[src/hw/rtl/sliding_window_mode_filter_top_assert.svh]
// Assertion macros shared by the mode filter RTL.
`ifndef SLIDING_WINDOW_MODE_FILTER_TOP_ASSERT_SVH
`define SLIDING_WINDOW_MODE_FILTER_TOP_ASSERT_SVH

// Same-cycle implication, disabled during reset.
`define SWMF_ASSERT_IMPLY(label, clk, rst, ante, cons) \
   label: assert property (@(posedge clk) disable iff (rst) (ante) |-> (cons)) \
      else $error("swmf: same-cycle check failed");

// Next-cycle implication, disabled during reset.
`define SWMF_ASSERT_NEXT(label, clk, rst, ante, cons) \
   label: assert property (@(posedge clk) disable iff (rst) (ante) |=> (cons)) \
      else $error("swmf: next-cycle check failed");

`endif

[src/hw/rtl/swmf_pkg.sv]
package swmf_pkg;

   localparam int SAMPLE_W       = 16;
   localparam int THRESH_W       = 5;
   localparam int WINDOW_DEFAULT = 16;
   localparam int WINDOW_MAX     = 64;
   localparam int FILL_W_MAX     = $clog2(WINDOW_MAX + 1);
   localparam int QUEUE_DEPTH    = 2;

   localparam int CSR_INDEX_W = 1;
   localparam int CSR_DATA_W  = THRESH_W;
   localparam logic [CSR_INDEX_W-1:0] CSR_STABLE_THRESHOLD = 1'd0;
   localparam logic [CSR_INDEX_W-1:0] CSR_SIGNED_ORDER     = 1'd1;

   localparam logic [THRESH_W-1:0] THRESH_RESET       = 5'd4;
   localparam logic                SIGNED_ORDER_RESET = 1'b1;

   // One accepted sample on its way from the front end to the mode engine.
   typedef struct packed {
      logic signed [SAMPLE_W-1:0] sample;
      logic [FILL_W_MAX-1:0]      fill;
      logic                       stable;
      logic                       signed_order;
   } swmf_job_type;

   typedef struct packed {
      logic                       stable;
      logic signed [SAMPLE_W-1:0] mode_value;
      logic signed [SAMPLE_W-1:0] last_value;
   } swmf_rsp_type;

   // Flipping the sign bit gives signed order under an unsigned compare.
   function automatic logic [SAMPLE_W-1:0] order_key(input logic [SAMPLE_W-1:0] v,
                                                     input logic sgn);
      return {v[SAMPLE_W-1] ^ sgn, v[SAMPLE_W-2:0]};
   endfunction

endpackage

[src/hw/rtl/swmf_front.sv]
module swmf_front #(
   parameter int WINDOW = swmf_pkg::WINDOW_DEFAULT
) (
   input  logic                                 clock,
   input  logic                                 reset,
   input  logic                                 csr_wen,
   input  logic [swmf_pkg::CSR_INDEX_W-1:0]     csr_index,
   input  logic [swmf_pkg::CSR_DATA_W-1:0]      csr_wdata,
   input  logic                                 req_push,
   input  logic signed [swmf_pkg::SAMPLE_W-1:0] req_sample,
   output logic                                 req_full,
   input  logic                                 q_full,
   output logic                                 q_push,
   output swmf_pkg::swmf_job_type               q_job
);
   import swmf_pkg::*;

   localparam int FILL_W = $clog2(WINDOW + 1);
   localparam int CMP_W  = (FILL_W > THRESH_W) ? FILL_W : THRESH_W;

   logic [THRESH_W-1:0] thresh_ff, thresh_in;
   logic                sgn_ff, sgn_in;
   logic [FILL_W-1:0]   fill_ff, fill_in;
   logic [FILL_W-1:0]   fill_next;
   logic                accept;

   assign req_full = q_full;
   assign accept   = req_push && !q_full;
   assign q_push   = accept;

   // Count saturates once the window is full.
   assign fill_next = (fill_ff == FILL_W'(WINDOW)) ? fill_ff : fill_ff + 1'b1;

   always_comb begin
      q_job.sample       = req_sample;
      q_job.fill         = FILL_W_MAX'(fill_next);
      q_job.stable       = CMP_W'(fill_next) > CMP_W'(thresh_ff);
      q_job.signed_order = sgn_ff;
   end

   always_comb begin
      thresh_in = thresh_ff;
      sgn_in    = sgn_ff;
      if (csr_wen) begin
         unique case (csr_index)
            CSR_STABLE_THRESHOLD: thresh_in = csr_wdata[THRESH_W-1:0];
            CSR_SIGNED_ORDER:     sgn_in    = csr_wdata[0];
            default: ;
         endcase
      end
   end

   assign fill_in = accept ? fill_next : fill_ff;

   always_ff @(posedge clock) begin
      if (reset) begin
         thresh_ff <= THRESH_RESET;
         sgn_ff    <= SIGNED_ORDER_RESET;
         fill_ff   <= '0;
      end else begin
         thresh_ff <= thresh_in;
         sgn_ff    <= sgn_in;
         fill_ff   <= fill_in;
      end
   end

endmodule

[src/hw/rtl/swmf_queue.sv]
module swmf_queue (
   input  logic                   clock,
   input  logic                   reset,
   input  logic                   push,
   input  swmf_pkg::swmf_job_type push_data,
   output logic                   full,
   input  logic                   pop,
   output logic                   empty,
   output swmf_pkg::swmf_job_type pop_data
);
   `include "sliding_window_mode_filter_top_assert.svh"
   import swmf_pkg::*;

   localparam int PTR_W = (QUEUE_DEPTH > 1) ? $clog2(QUEUE_DEPTH) : 1;
   localparam int CNT_W = $clog2(QUEUE_DEPTH + 1);

   swmf_job_type     mem_ff [QUEUE_DEPTH];
   logic [PTR_W-1:0] wr_ptr_ff, wr_ptr_in;
   logic [PTR_W-1:0] rd_ptr_ff, rd_ptr_in;
   logic [CNT_W-1:0] cnt_ff, cnt_in;
   logic             do_push, do_pop;

   assign full     = (cnt_ff == CNT_W'(QUEUE_DEPTH));
   assign empty    = (cnt_ff == '0);
   assign do_push  = push && !full;
   assign do_pop   = pop && !empty;
   assign pop_data = mem_ff[rd_ptr_ff];

   always_comb begin
      wr_ptr_in = wr_ptr_ff;
      rd_ptr_in = rd_ptr_ff;
      cnt_in    = cnt_ff;
      if (do_push) begin
         wr_ptr_in = (wr_ptr_ff == PTR_W'(QUEUE_DEPTH - 1)) ? '0 : wr_ptr_ff + 1'b1;
      end
      if (do_pop) begin
         rd_ptr_in = (rd_ptr_ff == PTR_W'(QUEUE_DEPTH - 1)) ? '0 : rd_ptr_ff + 1'b1;
      end
      if (do_push && !do_pop) begin
         cnt_in = cnt_ff + 1'b1;
      end else if (do_pop && !do_push) begin
         cnt_in = cnt_ff - 1'b1;
      end
   end

   always_ff @(posedge clock) begin
      if (reset) begin
         wr_ptr_ff <= '0;
         rd_ptr_ff <= '0;
         cnt_ff    <= '0;
      end else begin
         wr_ptr_ff <= wr_ptr_in;
         rd_ptr_ff <= rd_ptr_in;
         cnt_ff    <= cnt_in;
      end
   end

   always_ff @(posedge clock) begin
      if (do_push) begin
         mem_ff[wr_ptr_ff] <= push_data;
      end
   end

   `SWMF_ASSERT_IMPLY(a_queue_count_range, clock, reset, 1'b1, cnt_ff <= CNT_W'(QUEUE_DEPTH))

endmodule

[src/hw/rtl/swmf_back.sv]
module swmf_back #(
   parameter int WINDOW = swmf_pkg::WINDOW_DEFAULT
) (
   input  logic                   clock,
   input  logic                   reset,
   input  logic                   q_empty,
   input  swmf_pkg::swmf_job_type q_job,
   output logic                   q_pop,
   input  logic                   rsp_pop,
   output logic                   rsp_empty,
   output swmf_pkg::swmf_rsp_type rsp_data
);
   `include "sliding_window_mode_filter_top_assert.svh"
   import swmf_pkg::*;

   localparam int FILL_W = $clog2(WINDOW + 1);

   localparam logic [1:0] ST_IDLE   = 2'd0;
   localparam logic [1:0] ST_RUN    = 2'd1;
   localparam logic [1:0] ST_FINISH = 2'd2;

   logic [1:0]          state_ff, state_in;
   logic [SAMPLE_W-1:0] win_ff [WINDOW];
   logic [SAMPLE_W-1:0] win_in [WINDOW];
   logic [SAMPLE_W-1:0] rot_ff [WINDOW];
   logic [SAMPLE_W-1:0] rot_in [WINDOW];
   swmf_job_type        job_ff, job_in;
   logic [FILL_W-1:0]   step_ff, step_in;
   logic                s1_vld_ff, s1_vld_in;
   logic [WINDOW-1:0]   s1_match_ff, s1_match_in;
   logic [SAMPLE_W-1:0] s1_cand_ff, s1_cand_in;
   logic                s2_vld_ff, s2_vld_in;
   logic [FILL_W-1:0]   s2_cnt_ff, s2_cnt_in;
   logic [SAMPLE_W-1:0] s2_cand_ff, s2_cand_in;
   logic [FILL_W-1:0]   best_cnt_ff, best_cnt_in;
   logic [SAMPLE_W-1:0] best_ff, best_in;
   logic                out_vld_ff, out_vld_in;
   swmf_rsp_type        out_ff, out_in;
   logic [FILL_W-1:0]   fill;
   logic                issue;
   logic                better;
   logic                out_free;
   logic                load_out;

   assign fill      = job_ff.fill[FILL_W-1:0];
   assign issue     = (state_ff == ST_RUN) && (step_ff < fill);
   assign out_free  = !out_vld_ff || rsp_pop;
   assign load_out  = (state_ff == ST_FINISH) && out_free;
   assign rsp_empty = !out_vld_ff;
   assign rsp_data  = out_ff;
   assign q_pop     = (state_ff == ST_IDLE) && !q_empty;

   // Stage 1: compare the candidate against every valid window entry.
   always_comb begin
      s1_vld_in  = issue;
      s1_cand_in = rot_ff[0];
      for (int j = 0; j < WINDOW; j++) begin
         s1_match_in[j] = (win_ff[j] == rot_ff[0]) && (FILL_W'(j) < fill);
      end
   end

   // Stage 2: count matches.
   assign s2_vld_in  = s1_vld_ff;
   assign s2_cnt_in  = FILL_W'($countones(s1_match_ff));
   assign s2_cand_in = s1_cand_ff;

   // Stage 3: keep the most frequent, smallest key on a tie of two or more.
   assign better = (s2_cnt_ff > best_cnt_ff) ||
                   ((s2_cnt_ff == best_cnt_ff) && (best_cnt_ff >= FILL_W'(2)) &&
                    (order_key(s2_cand_ff, job_ff.signed_order) <
                     order_key(best_ff, job_ff.signed_order)));

   always_comb begin
      state_in    = state_ff;
      win_in      = win_ff;
      rot_in      = rot_ff;
      job_in      = job_ff;
      step_in     = step_ff;
      best_cnt_in = best_cnt_ff;
      best_in     = best_ff;
      out_in      = out_ff;
      out_vld_in  = out_vld_ff && !rsp_pop;

      if (s2_vld_ff && better) begin
         best_cnt_in = s2_cnt_ff;
         best_in     = s2_cand_ff;
      end

      unique case (state_ff)
         ST_IDLE: begin
            if (!q_empty) begin
               // Newest sample enters at the head; the oldest drops off the tail.
               win_in[0] = q_job.sample;
               for (int j = 1; j < WINDOW; j++) begin
                  win_in[j] = win_ff[j-1];
               end
               rot_in      = win_in;
               job_in      = q_job;
               step_in     = '0;
               best_cnt_in = FILL_W'(1);
               best_in     = '0;
               state_in    = ST_RUN;
            end
         end
         ST_RUN: begin
            if (issue) begin
               for (int j = 0; j < WINDOW - 1; j++) begin
                  rot_in[j] = rot_ff[j+1];
               end
               rot_in[WINDOW-1] = rot_ff[0];
               step_in = step_ff + 1'b1;
            end else if (!s1_vld_ff && !s2_vld_ff) begin
               state_in = ST_FINISH;
            end
         end
         ST_FINISH: begin
            if (out_free) begin
               out_in.stable     = job_ff.stable;
               out_in.mode_value = best_ff;
               out_in.last_value = job_ff.sample;
               out_vld_in        = 1'b1;
               state_in          = ST_IDLE;
            end
         end
         default: state_in = ST_IDLE;
      endcase
   end

   always_ff @(posedge clock) begin
      if (reset) begin
         state_ff   <= ST_IDLE;
         s1_vld_ff  <= 1'b0;
         s2_vld_ff  <= 1'b0;
         out_vld_ff <= 1'b0;
      end else begin
         state_ff   <= state_in;
         s1_vld_ff  <= s1_vld_in;
         s2_vld_ff  <= s2_vld_in;
         out_vld_ff <= out_vld_in;
      end
   end

   always_ff @(posedge clock) begin
      win_ff      <= win_in;
      rot_ff      <= rot_in;
      job_ff      <= job_in;
      step_ff     <= step_in;
      s1_match_ff <= s1_match_in;
      s1_cand_ff  <= s1_cand_in;
      s2_cnt_ff   <= s2_cnt_in;
      s2_cand_ff  <= s2_cand_in;
      best_cnt_ff <= best_cnt_in;
      best_ff     <= best_in;
      out_ff      <= out_in;
   end

   `SWMF_ASSERT_IMPLY(a_candidate_self_match, clock, reset, s2_vld_ff, s2_cnt_ff != '0)
   `SWMF_ASSERT_IMPLY(a_step_bound, clock, reset, state_ff == ST_RUN, step_ff <= fill)
   `SWMF_ASSERT_NEXT(a_finish_loads_output, clock, reset, load_out, out_vld_ff)

endmodule

[src/hw/rtl/sliding_window_mode_filter_top.sv]
// Channel   Direction  Handshake              Payload
// req       in         req_push / req_full    req_sample
// rsp       out        rsp_pop / rsp_empty    rsp_stable, rsp_mode_value, rsp_last_value
// csr       in         csr_wen                csr_index, csr_wdata
//
// The front end takes a sample and queues it (two entries deep).
// The mode engine works on one sample at a time, with a scan
// that tests one window entry as candidate per cycle.
// reset is synchronous: the fill count clears, registers return to threshold 4, signed order.
// req_full rises only when the queue is full; a waiting result stalls the engine only at its end.
module sliding_window_mode_filter_top #(
   parameter int WINDOW = swmf_pkg::WINDOW_DEFAULT
) (
   input  logic                                 clock,
   input  logic                                 reset,
   input  logic                                 req_push,
   output logic                                 req_full,
   input  logic signed [swmf_pkg::SAMPLE_W-1:0] req_sample,
   output logic                                 rsp_empty,
   input  logic                                 rsp_pop,
   output logic                                 rsp_stable,
   output logic signed [swmf_pkg::SAMPLE_W-1:0] rsp_mode_value,
   output logic signed [swmf_pkg::SAMPLE_W-1:0] rsp_last_value,
   input  logic                                 csr_wen,
   input  logic [swmf_pkg::CSR_INDEX_W-1:0]     csr_index,
   input  logic [swmf_pkg::CSR_DATA_W-1:0]      csr_wdata
);
   import swmf_pkg::*;

   swmf_job_type push_job;
   swmf_job_type pop_job;
   swmf_rsp_type rsp;
   logic         q_push;
   logic         q_full;
   logic         q_pop;
   logic         q_empty;

   swmf_front #(.WINDOW(WINDOW)) u_front (
      .clock      (clock),
      .reset      (reset),
      .csr_wen    (csr_wen),
      .csr_index  (csr_index),
      .csr_wdata  (csr_wdata),
      .req_push   (req_push),
      .req_sample (req_sample),
      .req_full   (req_full),
      .q_full     (q_full),
      .q_push     (q_push),
      .q_job      (push_job)
   );

   swmf_queue u_queue (
      .clock     (clock),
      .reset     (reset),
      .push      (q_push),
      .push_data (push_job),
      .full      (q_full),
      .pop       (q_pop),
      .empty     (q_empty),
      .pop_data  (pop_job)
   );

   swmf_back #(.WINDOW(WINDOW)) u_back (
      .clock     (clock),
      .reset     (reset),
      .q_empty   (q_empty),
      .q_job     (pop_job),
      .q_pop     (q_pop),
      .rsp_pop   (rsp_pop),
      .rsp_empty (rsp_empty),
      .rsp_data  (rsp)
   );

   assign rsp_stable     = rsp.stable;
   assign rsp_mode_value = rsp.mode_value;
   assign rsp_last_value = rsp.last_value;

endmodule
[config.mk]
export PLATFORM = sky130hd
export DESIGN_NAME = sliding_window_mode_filter_top
export DESIGN_NICKNAME = d
export VERILOG_FILES = /design/src/hw/rtl/swmf_pkg.sv /design/src/hw/rtl/swmf_front.sv /design/src/hw/rtl/swmf_queue.sv /design/src/hw/rtl/swmf_back.sv /design/src/hw/rtl/sliding_window_mode_filter_top.sv
export VERILOG_INCLUDE_DIRS = /design/src /design/src/hw/rtl
export SDC_FILE = /design/constraint.sdc
export NUM_CORES = 1
export LEC_CHECK = 0
export BUFFER_PORTS_ARGS = -buffer_cell sky130_fd_sc_hd__buf_4
export CELL_PAD_IN_SITES_DETAIL_PLACEMENT = 0
export CELL_PAD_IN_SITES_GLOBAL_PLACEMENT = 2
export CORE_ASPECT_RATIO = 0.5
export CORE_MARGIN = 4
export CORE_UTILIZATION = 40
export DETAILED_ROUTE_END_ITERATION = 6
export MAX_ROUTING_LAYER = met4
export PLACE_DENSITY_LB_ADDON = 0.1
export REMOVE_ABC_BUFFERS = 1
export SLEW_MARGIN = 15
export SYNTH_ARGS = -nofsm -noshare
export SYNTH_HDL_FRONTEND = slang
export SYNTH_SLANG_ARGS = --single-unit
[constraint.sdc]
create_clock -name clock -period 8.7 [get_ports clock]
set_clock_uncertainty 0.15 [all_clocks]
set_input_delay 1.305 -clock clock [delete_from_list [all_inputs] [get_ports clock]]
set_output_delay 1.305 -clock clock [all_outputs]
set_load 0.005 [all_outputs]
==> summary.md <==
| Metric | Value |
|---|---|
| Final #Nets | `2407` |
| Vias in the first global route | `15.9k` |
| Sequential share of the synthesized area | `70.0%` |
| Commonest non-fill, non-tap cell in the layout | `nand2_1` |
| Routed Antenna Nets | `0` |
| Die Y | `197 um` |
| Crit Path Max Fanout | `2` |
| VDD IR-drop max | `0.597 mV` |
| Total GRT Usage | `18.6%` |
| Gp weighted congestion | `0.769` |
| Die width | `386 um` |
| Max-cap violations | `0` |
| CP Capture Type | `register` |
| Core footprint | `69900 um2` |
| Main synth FF type | `edfxtp_1` |
| Commonest cells after routing, fill and taps aside | `730 x nand2_1, 603 x edfxtp_1, 207 x xor2_1` |
| Fillers | `6325` |
| Layout cells sized above 1 | `8.76%` |
| Post-synth EDFFs | `603` |
| H-tree depth | `3` |
| Worst setup margin | `4960 ps` |
| Clk slew on worst S/H paths | `60 ps` |
| Final setup fails | `0` |
| Worst skew pair latency | `630 ps` |
| Overflow left after global routing | `0` |
| Row Count | `68` |
| Antenna violations before repair | `1` |
| CP arrival | `4110 ps` |
| First-pass GRT wire length | `103000 um` |
| Total Neg Setup Slack | `0 ps` |
| XOR/XNOR Fraction of Synth Area | `8.24%` |
| Top-area cell type share of the netlist area | `63.3%` |
| RSZ-0062 raised after global routing | `no` |
| Clock Sinks | `698` |
| HPWL Detailed | `42400 um` |
| Initial Utilization | `40.9%` |
| PostCTS Resize Cnt | `0` |
| Vias/cell | `4.90` |
| Area of the multi-input gates | `8000 um2` |
| F_max | `268 MHz` |
| Flops & latches, synth | `698` |
| Final hold viol count | `0` |
| Die area | `76100 um2` |
| Layout area overhead | `12.4%` |
| Async SR Flop Fraction | `0%` |
| Ports | `62` |
| Crit path kind | `reg -> reg` |
| Cell taking the most area after synthesis | `edfxtp_1` |
| PD cells | `445 nW/um2` |
| Mux contribution to synthesized area | `0.941%` |
| Pre-CTS setup slack | `4960 ps` |
| Routed WL | `68700 um` |
| Distinct cells, synth | `47` |
| Number of post-CTS setup repair buffers | `0` |
| Placed Instances | `3198` |
| DRT iter0 DRCs | `1348` |
| Synth area leaders | `edfxtp_1 63%, nand2_1 9.6%, dfxtp_1 6.6%, xor2_1 6.3%, ha_1 2.0%` |
| Setup crit start kind | `register` |
| Synth Area per Inst | `12.6 um2` |
| Final Instance Count excl. Fillers | `3319` |
| Antenna diode count | `0` |
| Mapped Cells | `2269` |
| Clk buf depth | `3` |
| CTS tree | `built` |
| Cts bufs inserted | `68` |
| Mapped Area | `28600 um2` |
| Complex-gate fraction of the synthesized area | `2.19%` |
| Outcome | `finished, final reports clean` |
| Simple-gate portion of the synthesized area | `13.7%` |
| Reg area | `20000 um2` |
| Pleak | `12.2 nW` |
| Clk root buf | `clkbuf_16` |
| PortBufs | `61` |
| Max_slew headroom | `23.6%` |
| Pin count of the biggest net entering global routing | `163` |
| Util after Layout | `46.0%` |
| CP required | `9070 ps` |
| Pre-Repair DR Iteration Count | `5` |
| Synth Area in Adders | `2.78%` |
| Worst min path class | `reg -> reg` |
| Max Slew Vio Count | `0` |
| Ys Warns | `0` |
| WL per Instance | `20.7 um` |
| Main combinational cell family by area after synthesis | `simple AND/OR/NAND/NOR gates` |
| Minimum clock period | `3740 ps` |
| Worst-margin pin slew | `1150 ps` |
| Fin crit share | `43.0%` |
| Hold buffer count at CTS | `0` |
| DR DRC count | `0` |
| Vias | `16.3k` |
cell usage after synthesis (2+ instances only):
master,instances
a211oi_1,10
a21o_1,5
a21oi_1,41
a31oi_1,2
and3_1,2
and4_1,2
buf_1,3
buf_2,21
buf_4,2
clkbuf_1,81
dfxtp_1,95
edfxtp_1,603
fa_1,11
ha_1,46
inv_1,51
mux2_2,23
nand2_1,731
nand2b_1,7
nand3_1,42
nand3b_1,2
nand4_1,20
nor2_1,73
nor2b_1,7
nor3_1,13
nor4_1,48
o21ai_0,17
o21ai_1,20
or3_1,5
xnor2_1,62
xor2_1,207
power by group:
group          internal (mW)  switching [mW]
combinational           1.29            3.18
clock                   1.56            1.27
sequential              6.12           0.892
total                   8.97            5.34
registers in the layout, summed over array words and instances (netlist names), 33 cells and up, named ones only:
register,count
u_back.win_ff,256
u_back.rot_ff,240
u_queue.mem_ff,46
u_back.rsp_data,33
path summary, 6_finish.rpt:
path,from,end,slack [ps],depth (start not counted)
worst max-delay path,u_back.s1_match_ff[14],u_back.s2_cnt_ff[3],4960,12
worst min-delay path,u_back.s1_cand_ff[3],u_back.s2_cand_ff[3],180,0
worst max register to register,u_back.s1_match_ff[14],u_back.s2_cnt_ff[3],4960,12
worst min register to register,u_back.s1_cand_ff[3],u_back.s2_cand_ff[3],180,0
cell families (layout without fill, tap and decap cells):
kind of cell / after synthesis / in the layout
compound gates: 106 / 106
fa+ha+maj: 57 / 57
simple gates: 956 / 956
buf+inv: 159 / 264
flops: 698 / 698
mux: 24 / 24
xor+xnor: 269 / 269
critical path, stage by stage, from the launching register on:
cell and delay (ps):
dfxtp_1 310, ha_1 270, inv_1 50, fa_1 530, inv_1 60, fa_1 530, inv_1 50, fa_1 390
inv_1 80, fa_1 420, ha_1 240, fa_1 380, xor2_1 170
layout make-up:
class	instances	share of cell area, %
well taps	945	3.68
flip-flops and latches	698	62.2
inverters	51	0.619
clock buffers	99	5.95
clock inverters	22	0.397
multi-input cells	1412	24.9
repair buffers	92	2.23
layer usage:
metal	part of all wire [%]	GRT usage (%)	routed length (um)
met2	43	26.1	29400
met1	52	28.2	35400
met5	0	-	0
met3	4.0	3.26	2740
met4	1.6	4.14	1130
through the flow:
step	cell area (um2)	hold WS, ps	power (mW)
2_1_floorplan	28200	160	10.2
3_3_place_gp	30100	160	11.6
3_5_place_dp	30100	162	11.6
4_1_cts	32100	175	14.5
5_1_grt	32100	183	15.2
6_report	32100	175	14.3
(Power assumes the default switching activity.)
